File: config.mk
export PLATFORM = sky130hd
export DESIGN_NAME = four_channel_led_pwm_dither_unit
export DESIGN_NICKNAME = d
export VERILOG_FILES = /design/src/hdl/lpwm_pkg.sv /design/src/hdl/four_channel_led_pwm_dither_unit.sv
export SDC_FILE = /design/constraint.sdc
export NUM_CORES = 1
export LEC_CHECK = 0
export BUFFER_PORTS_ARGS = -buffer_cell sky130_fd_sc_hd__buf_4
export CAP_MARGIN = 10
export CORE_MARGIN = 2
export CORE_UTILIZATION = 55
export DETAILED_ROUTE_END_ITERATION = 12
export GPL_TIMING_DRIVEN = 0
export HOLD_SLACK_MARGIN = 0.02
export PLACE_DENSITY = 0.8
export REMOVE_ABC_BUFFERS = 1
export SLEW_MARGIN = 5
export SYNTH_ARGS = -nofsm -noshare
export SYNTH_HDL_FRONTEND = slang
export SYNTH_SLANG_ARGS = --single-unit
export TNS_END_PERCENT = 100
File: constraint.sdc
create_clock -name clk -period 16.4 [get_ports clk]
set_clock_uncertainty 0.05 [all_clocks]
set_input_delay 4.1 -clock clk [delete_from_list [all_inputs] [get_ports clk]]
set_output_delay 4.1 -clock clk [all_outputs]
set_load 0.005 [all_outputs]
File: src/hdl/lpwm_pkg.sv
`timescale 1ns / 1ps
// ----------------------------------------------------------------------------
// lpwm_pkg
// Shared types, constants and helpers for the four-channel LED PWM dither unit.
// ----------------------------------------------------------------------------
package lpwm_pkg;

    localparam int DUTY_W  = 12;
    localparam int LEVEL_W = 8;
    localparam int ACC_W   = 4;
    localparam int NUM_CH  = 4;

    // Work width for a candidate duty before clamping: holds sums, scaled
    // values and the plus/minus one nudge with sign.
    localparam int WORK_W  = 18;

    localparam logic [DUTY_W-1:0] LOW_CAP  = 12'hFF0;
    localparam logic [DUTY_W-1:0] FULL_CAP = 12'hFFF;
    localparam logic [15:0]       Q_ONE    = 16'h1000;

    typedef logic [DUTY_W-1:0]  duty_t;
    typedef logic [LEVEL_W-1:0] level_t;
    typedef logic [ACC_W-1:0]   acc_t;

    typedef enum logic [2:0] {
        ACT_SET       = 3'd0,
        ACT_ADD       = 3'd1,
        ACT_SCALE     = 3'd2,
        ACT_TICK_LOW  = 3'd3,
        ACT_TICK_HIGH = 3'd4
    } action_t;

    typedef enum logic [1:0] {
        CH_WHITE = 2'd0,
        CH_RED   = 2'd1,
        CH_GREEN = 2'd2,
        CH_BLUE  = 2'd3
    } channel_t;

    // Clamp a signed candidate to 0..4095, then apply the channel cap.
    function automatic duty_t clamp_duty(input logic signed [WORK_W-1:0] value,
                                         input logic low_pair);
        duty_t cap;
        cap = low_pair ? LOW_CAP : FULL_CAP;
        if (value < 0) begin
            clamp_duty = '0;
        end
        else if (value > signed'({{(WORK_W-DUTY_W){1'b0}}, cap})) begin
            clamp_duty = cap;
        end
        else begin
            clamp_duty = value[DUTY_W-1:0];
        end
    endfunction

endpackage

File: src/hdl/four_channel_led_pwm_dither_unit.sv
`timescale 1ns / 1ps
// ----------------------------------------------------------------------------
// four_channel_led_pwm_dither_unit
// Four LED duties with set/add/scale commands, sigma-delta dither on the
// white and red 8-bit compares and latched 12-bit compares on green and blue.
// ----------------------------------------------------------------------------
//
//  Channel | Handshake            | Payload
//  --------+----------------------+---------------------------------------------
//  input   | in_valid / in_stall  | action, channel, duty_value, delta, factor
//  output  | out_valid / out_stall| white/red/green/blue _compare and _on,
//          |                      | read_duty
//
//  Throughput is one transfer per cycle while out_stall is low; an item passes
//  through the input register and the result register around a single update stage.
//  The 12x16 scale multiply is the longest path of that stage.
//  Reset clears the duties, accumulators, compares and enables to zero at
//  once; no clearing pass is needed, an item can be taken right after reset.
//  A stalled result holds the result register and the held input item;
//  in_stall rises only while an item waits and the result register is full.
//
module four_channel_led_pwm_dither_unit
(
    input  logic               clk,
    input  logic               rst_n,

    input  logic               in_valid,
    output logic               in_stall,
    input  logic [2:0]         action,
    input  logic [1:0]         channel,
    input  logic [15:0]        duty_value,
    input  logic signed [15:0] delta,
    input  logic [15:0]        factor,

    output logic               out_valid,
    input  logic               out_stall,
    output logic [7:0]         white_compare,
    output logic               white_on,
    output logic [7:0]         red_compare,
    output logic               red_on,
    output logic [11:0]        green_compare,
    output logic               green_on,
    output logic [11:0]        blue_compare,
    output logic               blue_on,
    output logic [11:0]        read_duty
);

    localparam int DW = lpwm_pkg::DUTY_W;
    localparam int WW = lpwm_pkg::WORK_W;

    // ------------------------------------------------------------------
    // Input register
    // ------------------------------------------------------------------
    logic               in_valid_reg;
    logic [2:0]         action_reg;
    logic [1:0]         channel_reg;
    logic [15:0]        value_reg;
    logic signed [15:0] delta_reg;
    logic [15:0]        factor_reg;

    logic               fire;      // held item updates state this cycle
    logic               in_take;   // input transfer this cycle

    // ------------------------------------------------------------------
    // Block state
    // ------------------------------------------------------------------
    lpwm_pkg::duty_t    duty_reg [lpwm_pkg::NUM_CH];
    lpwm_pkg::duty_t    duty_next [lpwm_pkg::NUM_CH];
    lpwm_pkg::acc_t     white_acc_reg, white_acc_next;
    lpwm_pkg::acc_t     red_acc_reg, red_acc_next;
    lpwm_pkg::level_t   white_cmp_reg, white_cmp_next;
    lpwm_pkg::level_t   red_cmp_reg, red_cmp_next;
    lpwm_pkg::duty_t    green_cmp_reg, green_cmp_next;
    lpwm_pkg::duty_t    blue_cmp_reg, blue_cmp_next;
    logic [lpwm_pkg::NUM_CH-1:0] enable_reg, enable_next;

    // ------------------------------------------------------------------
    // Result register
    // ------------------------------------------------------------------
    logic               out_valid_reg;
    lpwm_pkg::level_t   res_white_cmp_reg;
    lpwm_pkg::level_t   res_red_cmp_reg;
    lpwm_pkg::duty_t    res_green_cmp_reg;
    lpwm_pkg::duty_t    res_blue_cmp_reg;
    logic [lpwm_pkg::NUM_CH-1:0] res_enable_reg;
    lpwm_pkg::duty_t    res_read_duty_reg;

    // Advance the held item when the result register is empty or draining.
    assign fire     = in_valid_reg && (!out_valid_reg || !out_stall);
    assign in_stall = in_valid_reg && !fire;
    assign in_take  = in_valid && !in_stall;

    always_ff @(posedge clk or negedge rst_n)
    begin
        if (!rst_n)
        begin
            in_valid_reg <= 1'b0;
        end
        else if (in_take)
        begin
            in_valid_reg <= 1'b1;
        end
        else if (fire)
        begin
            in_valid_reg <= 1'b0;
        end
    end

    always_ff @(posedge clk)
    begin
        if (in_take)
        begin
            action_reg  <= action;
            channel_reg <= channel;
            value_reg   <= duty_value;
            delta_reg   <= delta;
            factor_reg  <= factor;
        end
    end

    // ------------------------------------------------------------------
    // Duty update datapath
    // ------------------------------------------------------------------
    lpwm_pkg::duty_t          cur_duty;
    logic                     low_pair;
    logic signed [WW-1:0]     set_value;
    logic signed [WW-1:0]     add_value;
    logic [DW+16-1:0]         product;
    logic [15:0]              scaled;
    logic signed [WW-1:0]     scale_value;
    lpwm_pkg::duty_t          set_duty, add_duty, scale_duty;

    // Sigma-delta step for white and red
    logic [lpwm_pkg::ACC_W:0]   white_sum, red_sum;
    logic [lpwm_pkg::LEVEL_W:0] white_level_w, red_level_w;
    lpwm_pkg::level_t           white_level, red_level;

    assign cur_duty = duty_reg[channel_reg];
    assign low_pair = (channel_reg == lpwm_pkg::CH_WHITE)
                   || (channel_reg == lpwm_pkg::CH_RED);

    assign set_value = signed'({{(WW-16){1'b0}}, value_reg});
    assign add_value = signed'({{(WW-DW){1'b0}}, cur_duty})
                     + signed'({{(WW-16){delta_reg[15]}}, delta_reg});

    assign product = {16'd0, cur_duty} * {{DW{1'b0}}, factor_reg};
    assign scaled  = product[DW+16-1:DW];

    always_comb
    begin
        scale_value = signed'({{(WW-16){1'b0}}, scaled});
        // A scale by a factor other than one that would leave the duty alone still nudges it by one.
        if (scaled == {4'd0, cur_duty})
        begin
            if (factor_reg > lpwm_pkg::Q_ONE)
            begin
                scale_value = scale_value + WW'(1);
            end
            else if (factor_reg < lpwm_pkg::Q_ONE)
            begin
                scale_value = scale_value - WW'(1);
            end
        end
    end

    assign set_duty   = lpwm_pkg::clamp_duty(set_value, low_pair);
    assign add_duty   = lpwm_pkg::clamp_duty(add_value, low_pair);
    assign scale_duty = lpwm_pkg::clamp_duty(scale_value, low_pair);

    assign white_sum     = {1'b0, white_acc_reg} + {1'b0, duty_reg[0][lpwm_pkg::ACC_W-1:0]};
    assign red_sum       = {1'b0, red_acc_reg} + {1'b0, duty_reg[1][lpwm_pkg::ACC_W-1:0]};
    assign white_level_w = {1'b0, duty_reg[0][DW-1:lpwm_pkg::ACC_W]}
                         + {{lpwm_pkg::LEVEL_W{1'b0}}, white_sum[lpwm_pkg::ACC_W]};
    assign red_level_w   = {1'b0, duty_reg[1][DW-1:lpwm_pkg::ACC_W]}
                         + {{lpwm_pkg::LEVEL_W{1'b0}}, red_sum[lpwm_pkg::ACC_W]};
    assign white_level   = white_level_w[lpwm_pkg::LEVEL_W-1:0];
    assign red_level     = red_level_w[lpwm_pkg::LEVEL_W-1:0];

    always_comb
    begin
        lpwm_pkg::duty_t new_duty;
        logic            duty_write;

        for (int k = 0; k < lpwm_pkg::NUM_CH; k++)
        begin
            duty_next[k] = duty_reg[k];
        end
        white_acc_next = white_acc_reg;
        red_acc_next   = red_acc_reg;
        white_cmp_next = white_cmp_reg;
        red_cmp_next   = red_cmp_reg;
        green_cmp_next = green_cmp_reg;
        blue_cmp_next  = blue_cmp_reg;
        enable_next    = enable_reg;
        new_duty       = cur_duty;
        duty_write     = 1'b0;

        unique case (lpwm_pkg::action_t'(action_reg))
            lpwm_pkg::ACT_SET:
            begin
                new_duty   = set_duty;
                duty_write = 1'b1;
            end
            lpwm_pkg::ACT_ADD:
            begin
                new_duty   = add_duty;
                duty_write = 1'b1;
            end
            lpwm_pkg::ACT_SCALE:
            begin
                new_duty   = scale_duty;
                duty_write = 1'b1;
            end
            lpwm_pkg::ACT_TICK_LOW:
            begin
                white_acc_next = white_sum[lpwm_pkg::ACC_W-1:0];
                red_acc_next   = red_sum[lpwm_pkg::ACC_W-1:0];
                // A zero level turns the output off and keeps the old compare.
                if (white_level != '0)
                begin
                    white_cmp_next = white_level;
                end
                if (red_level != '0)
                begin
                    red_cmp_next = red_level;
                end
                enable_next[0] = (white_level != '0);
                enable_next[1] = (red_level != '0);
            end
            lpwm_pkg::ACT_TICK_HIGH:
            begin
                green_cmp_next = duty_reg[2];
                blue_cmp_next  = duty_reg[3];
            end
            default:
            begin
                // Unused codes leave the state alone and still report.
            end
        endcase

        if (duty_write)
        begin
            duty_next[channel_reg] = new_duty;
            // Refresh both enables of the addressed pair.
            if (low_pair)
            begin
                enable_next[0] = (duty_next[0] != '0);
                enable_next[1] = (duty_next[1] != '0);
            end
            else
            begin
                enable_next[2] = (duty_next[2] != '0);
                enable_next[3] = (duty_next[3] != '0);
            end
        end
    end

    always_ff @(posedge clk or negedge rst_n)
    begin
        if (!rst_n)
        begin
            for (int k = 0; k < lpwm_pkg::NUM_CH; k++)
            begin
                duty_reg[k] <= '0;
            end
            white_acc_reg <= '0;
            red_acc_reg   <= '0;
            white_cmp_reg <= '0;
            red_cmp_reg   <= '0;
            green_cmp_reg <= '0;
            blue_cmp_reg  <= '0;
            enable_reg    <= '0;
        end
        else if (fire)
        begin
            for (int k = 0; k < lpwm_pkg::NUM_CH; k++)
            begin
                duty_reg[k] <= duty_next[k];
            end
            white_acc_reg <= white_acc_next;
            red_acc_reg   <= red_acc_next;
            white_cmp_reg <= white_cmp_next;
            red_cmp_reg   <= red_cmp_next;
            green_cmp_reg <= green_cmp_next;
            blue_cmp_reg  <= blue_cmp_next;
            enable_reg    <= enable_next;
        end
    end

    // ------------------------------------------------------------------
    // Result register: capture the post-update view of the state
    // ------------------------------------------------------------------
    always_ff @(posedge clk or negedge rst_n)
    begin
        if (!rst_n)
        begin
            out_valid_reg <= 1'b0;
        end
        else if (fire)
        begin
            out_valid_reg <= 1'b1;
        end
        else if (!out_stall)
        begin
            out_valid_reg <= 1'b0;
        end
    end

    always_ff @(posedge clk)
    begin
        if (fire)
        begin
            res_white_cmp_reg <= white_cmp_next;
            res_red_cmp_reg   <= red_cmp_next;
            res_green_cmp_reg <= green_cmp_next;
            res_blue_cmp_reg  <= blue_cmp_next;
            res_enable_reg    <= enable_next;
            res_read_duty_reg <= duty_next[channel_reg];
        end
    end

    assign out_valid     = out_valid_reg;
    assign white_compare = res_white_cmp_reg;
    assign white_on      = res_enable_reg[0];
    assign red_compare   = res_red_cmp_reg;
    assign red_on        = res_enable_reg[1];
    assign green_compare = res_green_cmp_reg;
    assign green_on      = res_enable_reg[2];
    assign blue_compare  = res_blue_cmp_reg;
    assign blue_on       = res_enable_reg[3];
    assign read_duty     = res_read_duty_reg;

    // ------------------------------------------------------------------
    // Assertions
    // ------------------------------------------------------------------

    // White and red never exceed their cap.
    a_low_cap: assert property (@(posedge clk) disable iff (!rst_n)
        (duty_reg[0] <= lpwm_pkg::LOW_CAP) && (duty_reg[1] <= lpwm_pkg::LOW_CAP))
        else $error("white or red duty above cap");

    // Green and blue enables always track their duties.
    a_high_enables: assert property (@(posedge clk) disable iff (!rst_n)
        (enable_reg[2] == (duty_reg[2] != '0)) && (enable_reg[3] == (duty_reg[3] != '0)))
        else $error("green/blue enable out of step with duty");

    // A high tick latches the duties as they stood before the update.
    a_high_latch: assert property (@(posedge clk) disable iff (!rst_n)
        fire && (action_reg == lpwm_pkg::ACT_TICK_HIGH)
        |=> (green_cmp_reg == $past(duty_reg[2])) && (blue_cmp_reg == $past(duty_reg[3])))
        else $error("high tick did not latch green/blue duty");

    // State only moves when an item goes through.
    a_state_hold: assert property (@(posedge clk) disable iff (!rst_n)
        !fire |=> $stable(enable_reg) && $stable(white_acc_reg) && $stable(red_acc_reg)
                  && $stable(white_cmp_reg) && $stable(green_cmp_reg))
        else $error("state changed without an item");

    // Every update fills the result register.
    a_fire_result: assert property (@(posedge clk) disable iff (!rst_n)
        fire |=> out_valid_reg)
        else $error("update without result");

endmodule
-- Word-level counts from Yosys, hierarchy flattened
Cells that the tools add are included.
- reductions and logical operators: 21
- $mul: 1
- bitwise logic cells: 1
- magnitude comparators: 10
- add/sub/neg operators: 7
- mux-type cells: 36
- eq/ne operators: 7
- operators with widths (kind ; number):
    $mux 12 ; 13
    $mux 18 ; 3
    $bmux 12 s2 ; 2
    $bwmux 48 ; 1
    $mux 48 ; 1
    $reduce_bool 12->1 ; 4
    $pmux 12 s3 ; 1
    $mux 8 ; 4
    $mul 12x16->28 ; 1
    $demux 12 s2 ; 1
    $gt 18x13->1 ; 1
    $lt 18x1->1 const B ; 1
    $add 13x16->17 ; 1
    $add 16x1->17 const B ; 1
    $gt 17x13->1 ; 1
    $lt 17x1->1 const B ; 1
    $sub 16x1->17 const B ; 1
    $add 8x1->8 ; 2
    $eq 16x12->1 ; 1
    $gt 16x12->1 ; 1
    $gt 16x13->1 const B ; 1
    $lt 16x1->1 const B ; 1
    $lt 16x13->1 const B ; 1
    $reduce_bool 8->1 ; 2
    other kinds (20) ; 36
- register bits after elaboration: 211
- input bits: 57
- output and inout bits: 58

-- Logic depth before layout (Yosys ltp)
- depth after elaboration: 18
- mapped depth: 36

-- Worst setup path after synthesis
No wires, ideal clock.
- path type: flip-flop to flip-flop
- start point: register channel_reg[0]
- end point: register res_enable_reg[0] (netlist bit), data pin
- required time: 16.082 ns
- data arrival time: 9.013 ns
- setup time: 0.268 ns
- path slack: 7.069 ns
- cell stages (with the launch flop): 34
- buffers on the path: 5
- period minus slack after synthesis: 9.331 ns
- path through: edfxtp_1 > buf_6 > buf_2 > mux4_2 > clkbuf_1 > clkbuf_1 > and2_1 > fa_1 > fa_1 > fa_1 > fa_1 > fa_1 > ha_1 > clkbuf_1 > nand2_1 > o21ai_1 > a211oi_1 > a211oi_1 > xnor2_4 > xor2_1 > and4_1 > nand3_1 > a21oi_1 > xor2_1 > ha_1 > nand3_1 > o22ai_1 > o22ai_1 > and4bb_4 > a21o_1 > a221oi_4 > nor3_1 > a2111oi_4 > a21oi_1
- word-level cells in the longest chain between the ends: 17
- elaborated cells between the ends (all ways): 37
- classes of those cells: 3 x add/sub; 1 x mul; 7 x order compare; 2 x eq/ne; 19 x mux; 1 x bitwise; 4 x reduce/logical
- RTL lines (element ; RTL line ; source):
    from (decl) ; four_channel_led_pwm_dither_unit.sv:56 ; logic [1:0] channel_reg;
    from (signal assigned) ; four_channel_led_pwm_dither_unit.sv:114 ; channel_reg <= channel;
    $not 2->3 (not written as such) ; four_channel_led_pwm_dither_unit.sv:138, four_channel_led_pwm_dither_unit.sv:243 ;
    $bmux 12 s2 ; four_channel_led_pwm_dither_unit.sv:138 ; assign cur_duty = duty_reg[channel_reg];
    $mux 12 (not written as such) (2 in a row) ; four_channel_led_pwm_dither_unit.sv:138 ;
    $mul 12x16->28 ; four_channel_led_pwm_dither_unit.sv:146 ; assign product = {16'd0, cur_duty} * {{DW{1'b0}}, factor_reg};
    $sub 16x1->17 ; four_channel_led_pwm_dither_unit.sv:161 ; scale_value = scale_value - WW'(1);
    $mux 18 ; four_channel_led_pwm_dither_unit.sv:159 ; else if (factor_reg < lpwm_pkg::Q_ONE)
    $mux 18 ; four_channel_led_pwm_dither_unit.sv:155 ; if (factor_reg > lpwm_pkg::Q_ONE)
    $mux 18 ; four_channel_led_pwm_dither_unit.sv:153 ; if (scaled == {4'd0, cur_duty})
    $gt 18x13->1 ; lpwm_pkg.sv:48 ; else if (value > signed'({{(WORK_W-DUTY_W){1'b0}}, cap})) begin
    $mux 12 ; lpwm_pkg.sv:48 ;
    $mux 12 ; lpwm_pkg.sv:45 ; if (value < 0) begin
    $pmux 12 s3 ; four_channel_led_pwm_dither_unit.sv:198 ; unique case (lpwm_pkg::action_t'(action_reg))
    $bwmux 48 ; four_channel_led_pwm_dither_unit.sv:243 ; duty_next[channel_reg] = new_duty;
    $reduce_bool 12->1 ; four_channel_led_pwm_dither_unit.sv:247 ; enable_next[0] = (duty_next[0] != '0);
    $mux 2 * ; four_channel_led_pwm_dither_unit.sv:245 ; if (low_pair)
    $mux 4 * ; four_channel_led_pwm_dither_unit.sv:241 ; if (duty_write)
    net enable_next, one bit ; four_channel_led_pwm_dither_unit.sv:75 ; logic [lpwm_pkg::NUM_CH-1:0] enable_reg, enable_next;
    to (signal assigned) ; four_channel_led_pwm_dither_unit.sv:317 ; res_enable_reg <= enable_next;
    to (decl) ; four_channel_led_pwm_dither_unit.sv:85 ; logic [lpwm_pkg::NUM_CH-1:0] res_enable_reg;
Mark *: on every way through the listed nets, which the timed path passes. The rest lies on a longest branch. The select of a mux whose other input is x is not followed.
A chain may end at the register's enable or synchronous reset.

-- Final worst setup path
- start point: register channel_reg[0]
- end point: register res_enable_reg[2] (netlist bit), data pin
- word-level cells in the longest chain between the ends: 17
- elaborated cells between the ends (all ways): 37
- classes of those cells: 3 x add/sub; 1 x mul; 7 x order compare; 2 x eq/ne; 19 x mux; 1 x bitwise; 4 x reduce/logical
- RTL lines (element ; RTL line ; source):
    $not 2->3 (not written as such) ; four_channel_led_pwm_dither_unit.sv:138, four_channel_led_pwm_dither_unit.sv:243 ;
    $bmux 12 s2 ; four_channel_led_pwm_dither_unit.sv:138 ;
    $mux 12 (not written as such) (2 in a row) ; four_channel_led_pwm_dither_unit.sv:138 ;
    $mul 12x16->28 ; four_channel_led_pwm_dither_unit.sv:146 ;
    $sub 16x1->17 ; four_channel_led_pwm_dither_unit.sv:161 ;
    $mux 18 ; four_channel_led_pwm_dither_unit.sv:159 ;
    $mux 18 ; four_channel_led_pwm_dither_unit.sv:155 ;
    $mux 18 ; four_channel_led_pwm_dither_unit.sv:153 ;
    $gt 18x13->1 ; lpwm_pkg.sv:48 ;
    $mux 12 ; lpwm_pkg.sv:48 ;
    $mux 12 ; lpwm_pkg.sv:45 ;
    $pmux 12 s3 ; four_channel_led_pwm_dither_unit.sv:198 ;
    $bwmux 48 ; four_channel_led_pwm_dither_unit.sv:243 ;
    $reduce_bool 12->1 ; four_channel_led_pwm_dither_unit.sv:252 ; enable_next[2] = (duty_next[2] != '0);
    $mux 2 * ; four_channel_led_pwm_dither_unit.sv:245 ;
    $mux 4 * ; four_channel_led_pwm_dither_unit.sv:241 ;
    net enable_next, one bit ; four_channel_led_pwm_dither_unit.sv:75 ;
Marks and branches as above.

==> impl_metrics.env <==
export IMPL_synth_top_area_cell="edfxtp_1"
export IMPL_start_kind="flop"
export IMPL_status="finished clean"
export IMPL_grt_pass1_vias=14600
export IMPL_hold_viol_final=0
export IMPL_crit_arrival_ns=11.85
export IMPL_ys_warn_count=0
export IMPL_antenna_cells=0
export IMPL_required_ns=16.61
export IMPL_grt_ovfl_total=0
export IMPL_clockBufferDepth=3
export IMPL_cp_common_cell="fa_1"
export IMPL_fin_crit_ns=11.64
export IMPL_synth_seq_area_share_pct=31.9
export IMPL_placed_area_sq_um=19400
export IMPL_grt_pass1_wl_microns=77700
export IMPL_hold_buffers=0
export IMPL_synth_common_cells="219 x nand2_1, 174 x inv_1, 142 x fa_1"
export IMPL_yosysTopAreaCellShare_pct=17.9
export IMPL_post_cts_buffers=0
export IMPL_max_freq_ghz=0.0859
export IMPL_reg2reg_from="channel_reg[0]$_DFFE_PP_"
export IMPL_synthCells=1820
export IMPL_setup_worst_path_start="channel_reg[0]$_DFFE_PP_"
export IMPL_netlist_cell_type_count=99
export IMPL_synth_ff_type="edfxtp_1"
export IMPL_synthArstFlopShare_pct=48.3
export IMPL_die_h_microns=186
export IMPL_reg2reg_to="res_enable_reg[2]$_DFFE_PP_"
export IMPL_cts_htree_levels=1
export IMPL_tightest_slew_ns=1.14
export IMPL_ant_nets=0
export IMPL_syn_to_final_growth_pct=11.4
export IMPL_clkSlewWorstSetupHoldPaths_ns=0.07
export IMPL_wl_per_cell_microns=20.8
export IMPL_rows=66
export IMPL_finalSetupViolations=0
export IMPL_vias=14400
export IMPL_cts_resized=0
export IMPL_design_area_sq_um=20300
export IMPL_rsz0062_at_grt="false"
export IMPL_fillerInstances=2567
export IMPL_yosysMostFrequentCell="nand2_1"
export IMPL_relSlewSlack_pct=23.7
export IMPL_initial_core_util_pct=56.0
export IMPL_drive_above_1_share_pct=15.2
export IMPL_antenna_found_initial=1
export IMPL_finalCritPeriodShare_pct=71.0
export IMPL_worstSetupEndpoint="res_enable_reg[2]$_DFFE_PP_"
export IMPL_root_buffer="clkbuf_16"
export IMPL_postSynthAreaPerCell_sq_um=10.0
export IMPL_insertion_delay_ns=0.53
export IMPL_hp_class="reg2reg"
export IMPL_cts_buffers=23
export IMPL_cts_sinks=211
export IMPL_routed_wl_microns=48600
export IMPL_final_util_pct=62.3
export IMPL_dieArea_sq_um=34700
export IMPL_core_area_sq_um=32600
export IMPL_synth_seq_cells=211
export IMPL_drtPass1Iterations=5
export IMPL_numPortBuffers=114
export IMPL_drc=0
export IMPL_reg2reg_depth=30
export IMPL_cts_tree="done"
export IMPL_whs_ns=0.449
export IMPL_synth_cell_area_sq_um=18300
export IMPL_gp_congestion=0.970
export IMPL_drt_initial_drc_count=1016
export IMPL_die_w_microns=186
export IMPL_largest_reg_flops=48
export IMPL_max_cap_violations=0
export IMPL_cp_end_kind="flop"
export IMPL_grt_use_total_pct=28.5
export IMPL_grt_start_max_net_pins=54
export IMPL_r2r_slack_ns=4.76
export IMPL_crit_path_max_fanout=24
export IMPL_worstSetupPathType="reg2reg"
export IMPL_synth_edf_count=109
export IMPL_io_pins=115
export IMPL_synth_area_leaders="edfxtp_1 18%, fa_1 16%, dfrtp_1 14%"
export IMPL_critical_path_max_stage_delay_ns=1.07
export IMPL_drv_slew=0
export IMPL_layout_nets=2176
export IMPL_hpwl_microns=35300
export IMPL_vias_per_cell=6.18
export IMPL_worst_path_max_delay_cell="edfxtp_1"
## cells by family after synthesis
group	synth area share, %
AND/OR/NAND/NOR	17.7
multiplexers	6.31
AO/OA/AOI/OAI	13.5
XOR/XNOR	2.39
flip-flops	31.9
adder cells (fa/ha/maj)	22.5
buffers and inverters	5.64
## area by class of cell
class | instances | area (sq um) | share of cell area [%]
tap | 442 | 553 | 2.72
inverter | 174 | 653 | 3.21
clock inverter | 16 | 263 | 1.29
multi-input combinational | 1345 | 11400 | 56.1
sequential | 211 | 5830 | 28.7
timing repair buffer | 121 | 1030 | 5.05
clock buffer | 26 | 597 | 2.94
## how the worst min path moves through the flow
stage	from	endpoint	slack, ns	cells after the start
4_1_cts	white_acc_reg[3]$_DFFE_PN0P_	white_acc_reg[3]$_DFFE_PN0P_	0.45	2
3_5_place_dp	white_acc_reg[3]$_DFFE_PN0P_	white_acc_reg[3]$_DFFE_PN0P_	0.44	2
5_1_grt	blue_cmp_reg[6]$_DFFE_PN0P_	blue_cmp_reg[6]$_DFFE_PN0P_	0.47	1
3_3_place_gp	in_valid_reg$_DFFE_PN0P_	out_valid$_DFFE_PN0P_	0.41	1
2_1_floorplan	in_valid_reg$_DFFE_PN0P_	out_valid$_DFFE_PN0P_	0.39	1
6_report	white_acc_reg[3]$_DFFE_PN0P_	white_acc_reg[3]$_DFFE_PN0P_	0.45	2
## metrics by stage
| stage | TNS (ns) | instances | setup WS (ns) |
|---|---|---|---|
| final | 0 | 2335 | 4.76 |
| after global routing | 0 | 2335 | 4.25 |
| after CTS | 0 | 2334 | 4.97 |
| after detailed placement | 0 | 2292 | 5.08 |
| after global placement | -175.65 | 2286 | -3.62 |
| after floorplan | 0 | 1730 | 1.16 |
## cells in the final DEF, fill, tap and decap left out, types with 21 or more instances in the layout
cell         n
nor3_1      36
fa_1       142
a21oi_1     67
ha_1       101
a21o_1      27
edfxtp_1   109
clkbuf_16   23
buf_4      114
xor2_1      23
nand4_1     21
o21ai_0     96
inv_1      174
nor2_1      66
xnor2_1     21
nand3_1     39
nand2_1    219
and2_1     101
mux2_2      71
dfrtp_1    102
## per-layer routing
metal	GRT usage [%]	routed length (microns)	vias to the layer above	part of all wire, %
met4	11.2	1920	2	4.0
met3	4.30	3210	133	6.6
met1	36.1	19300	7212	40
li1	-	-	6516	-
met2	49.5	24100	559	50
met5	0	16	-	0.033
## worst max-delay path, delay by kind of cell (launching register included)
family / cells / cell delay, ns
DFF: 1 / 1.07
AOI/OAI and AO/OA: 8 / 2.47
muxes: 1 / 0.92
adders and majority gates: 7 / 3.45
and+or+nand+nor: 10 / 2.74
xor gates and xnor gates: 2 / 0.55
buffers and inverters: 2 / 0.12
Power is not shown: default switching activity piles up to over one toggle a cycle in this logic, so the estimate is an artifact.
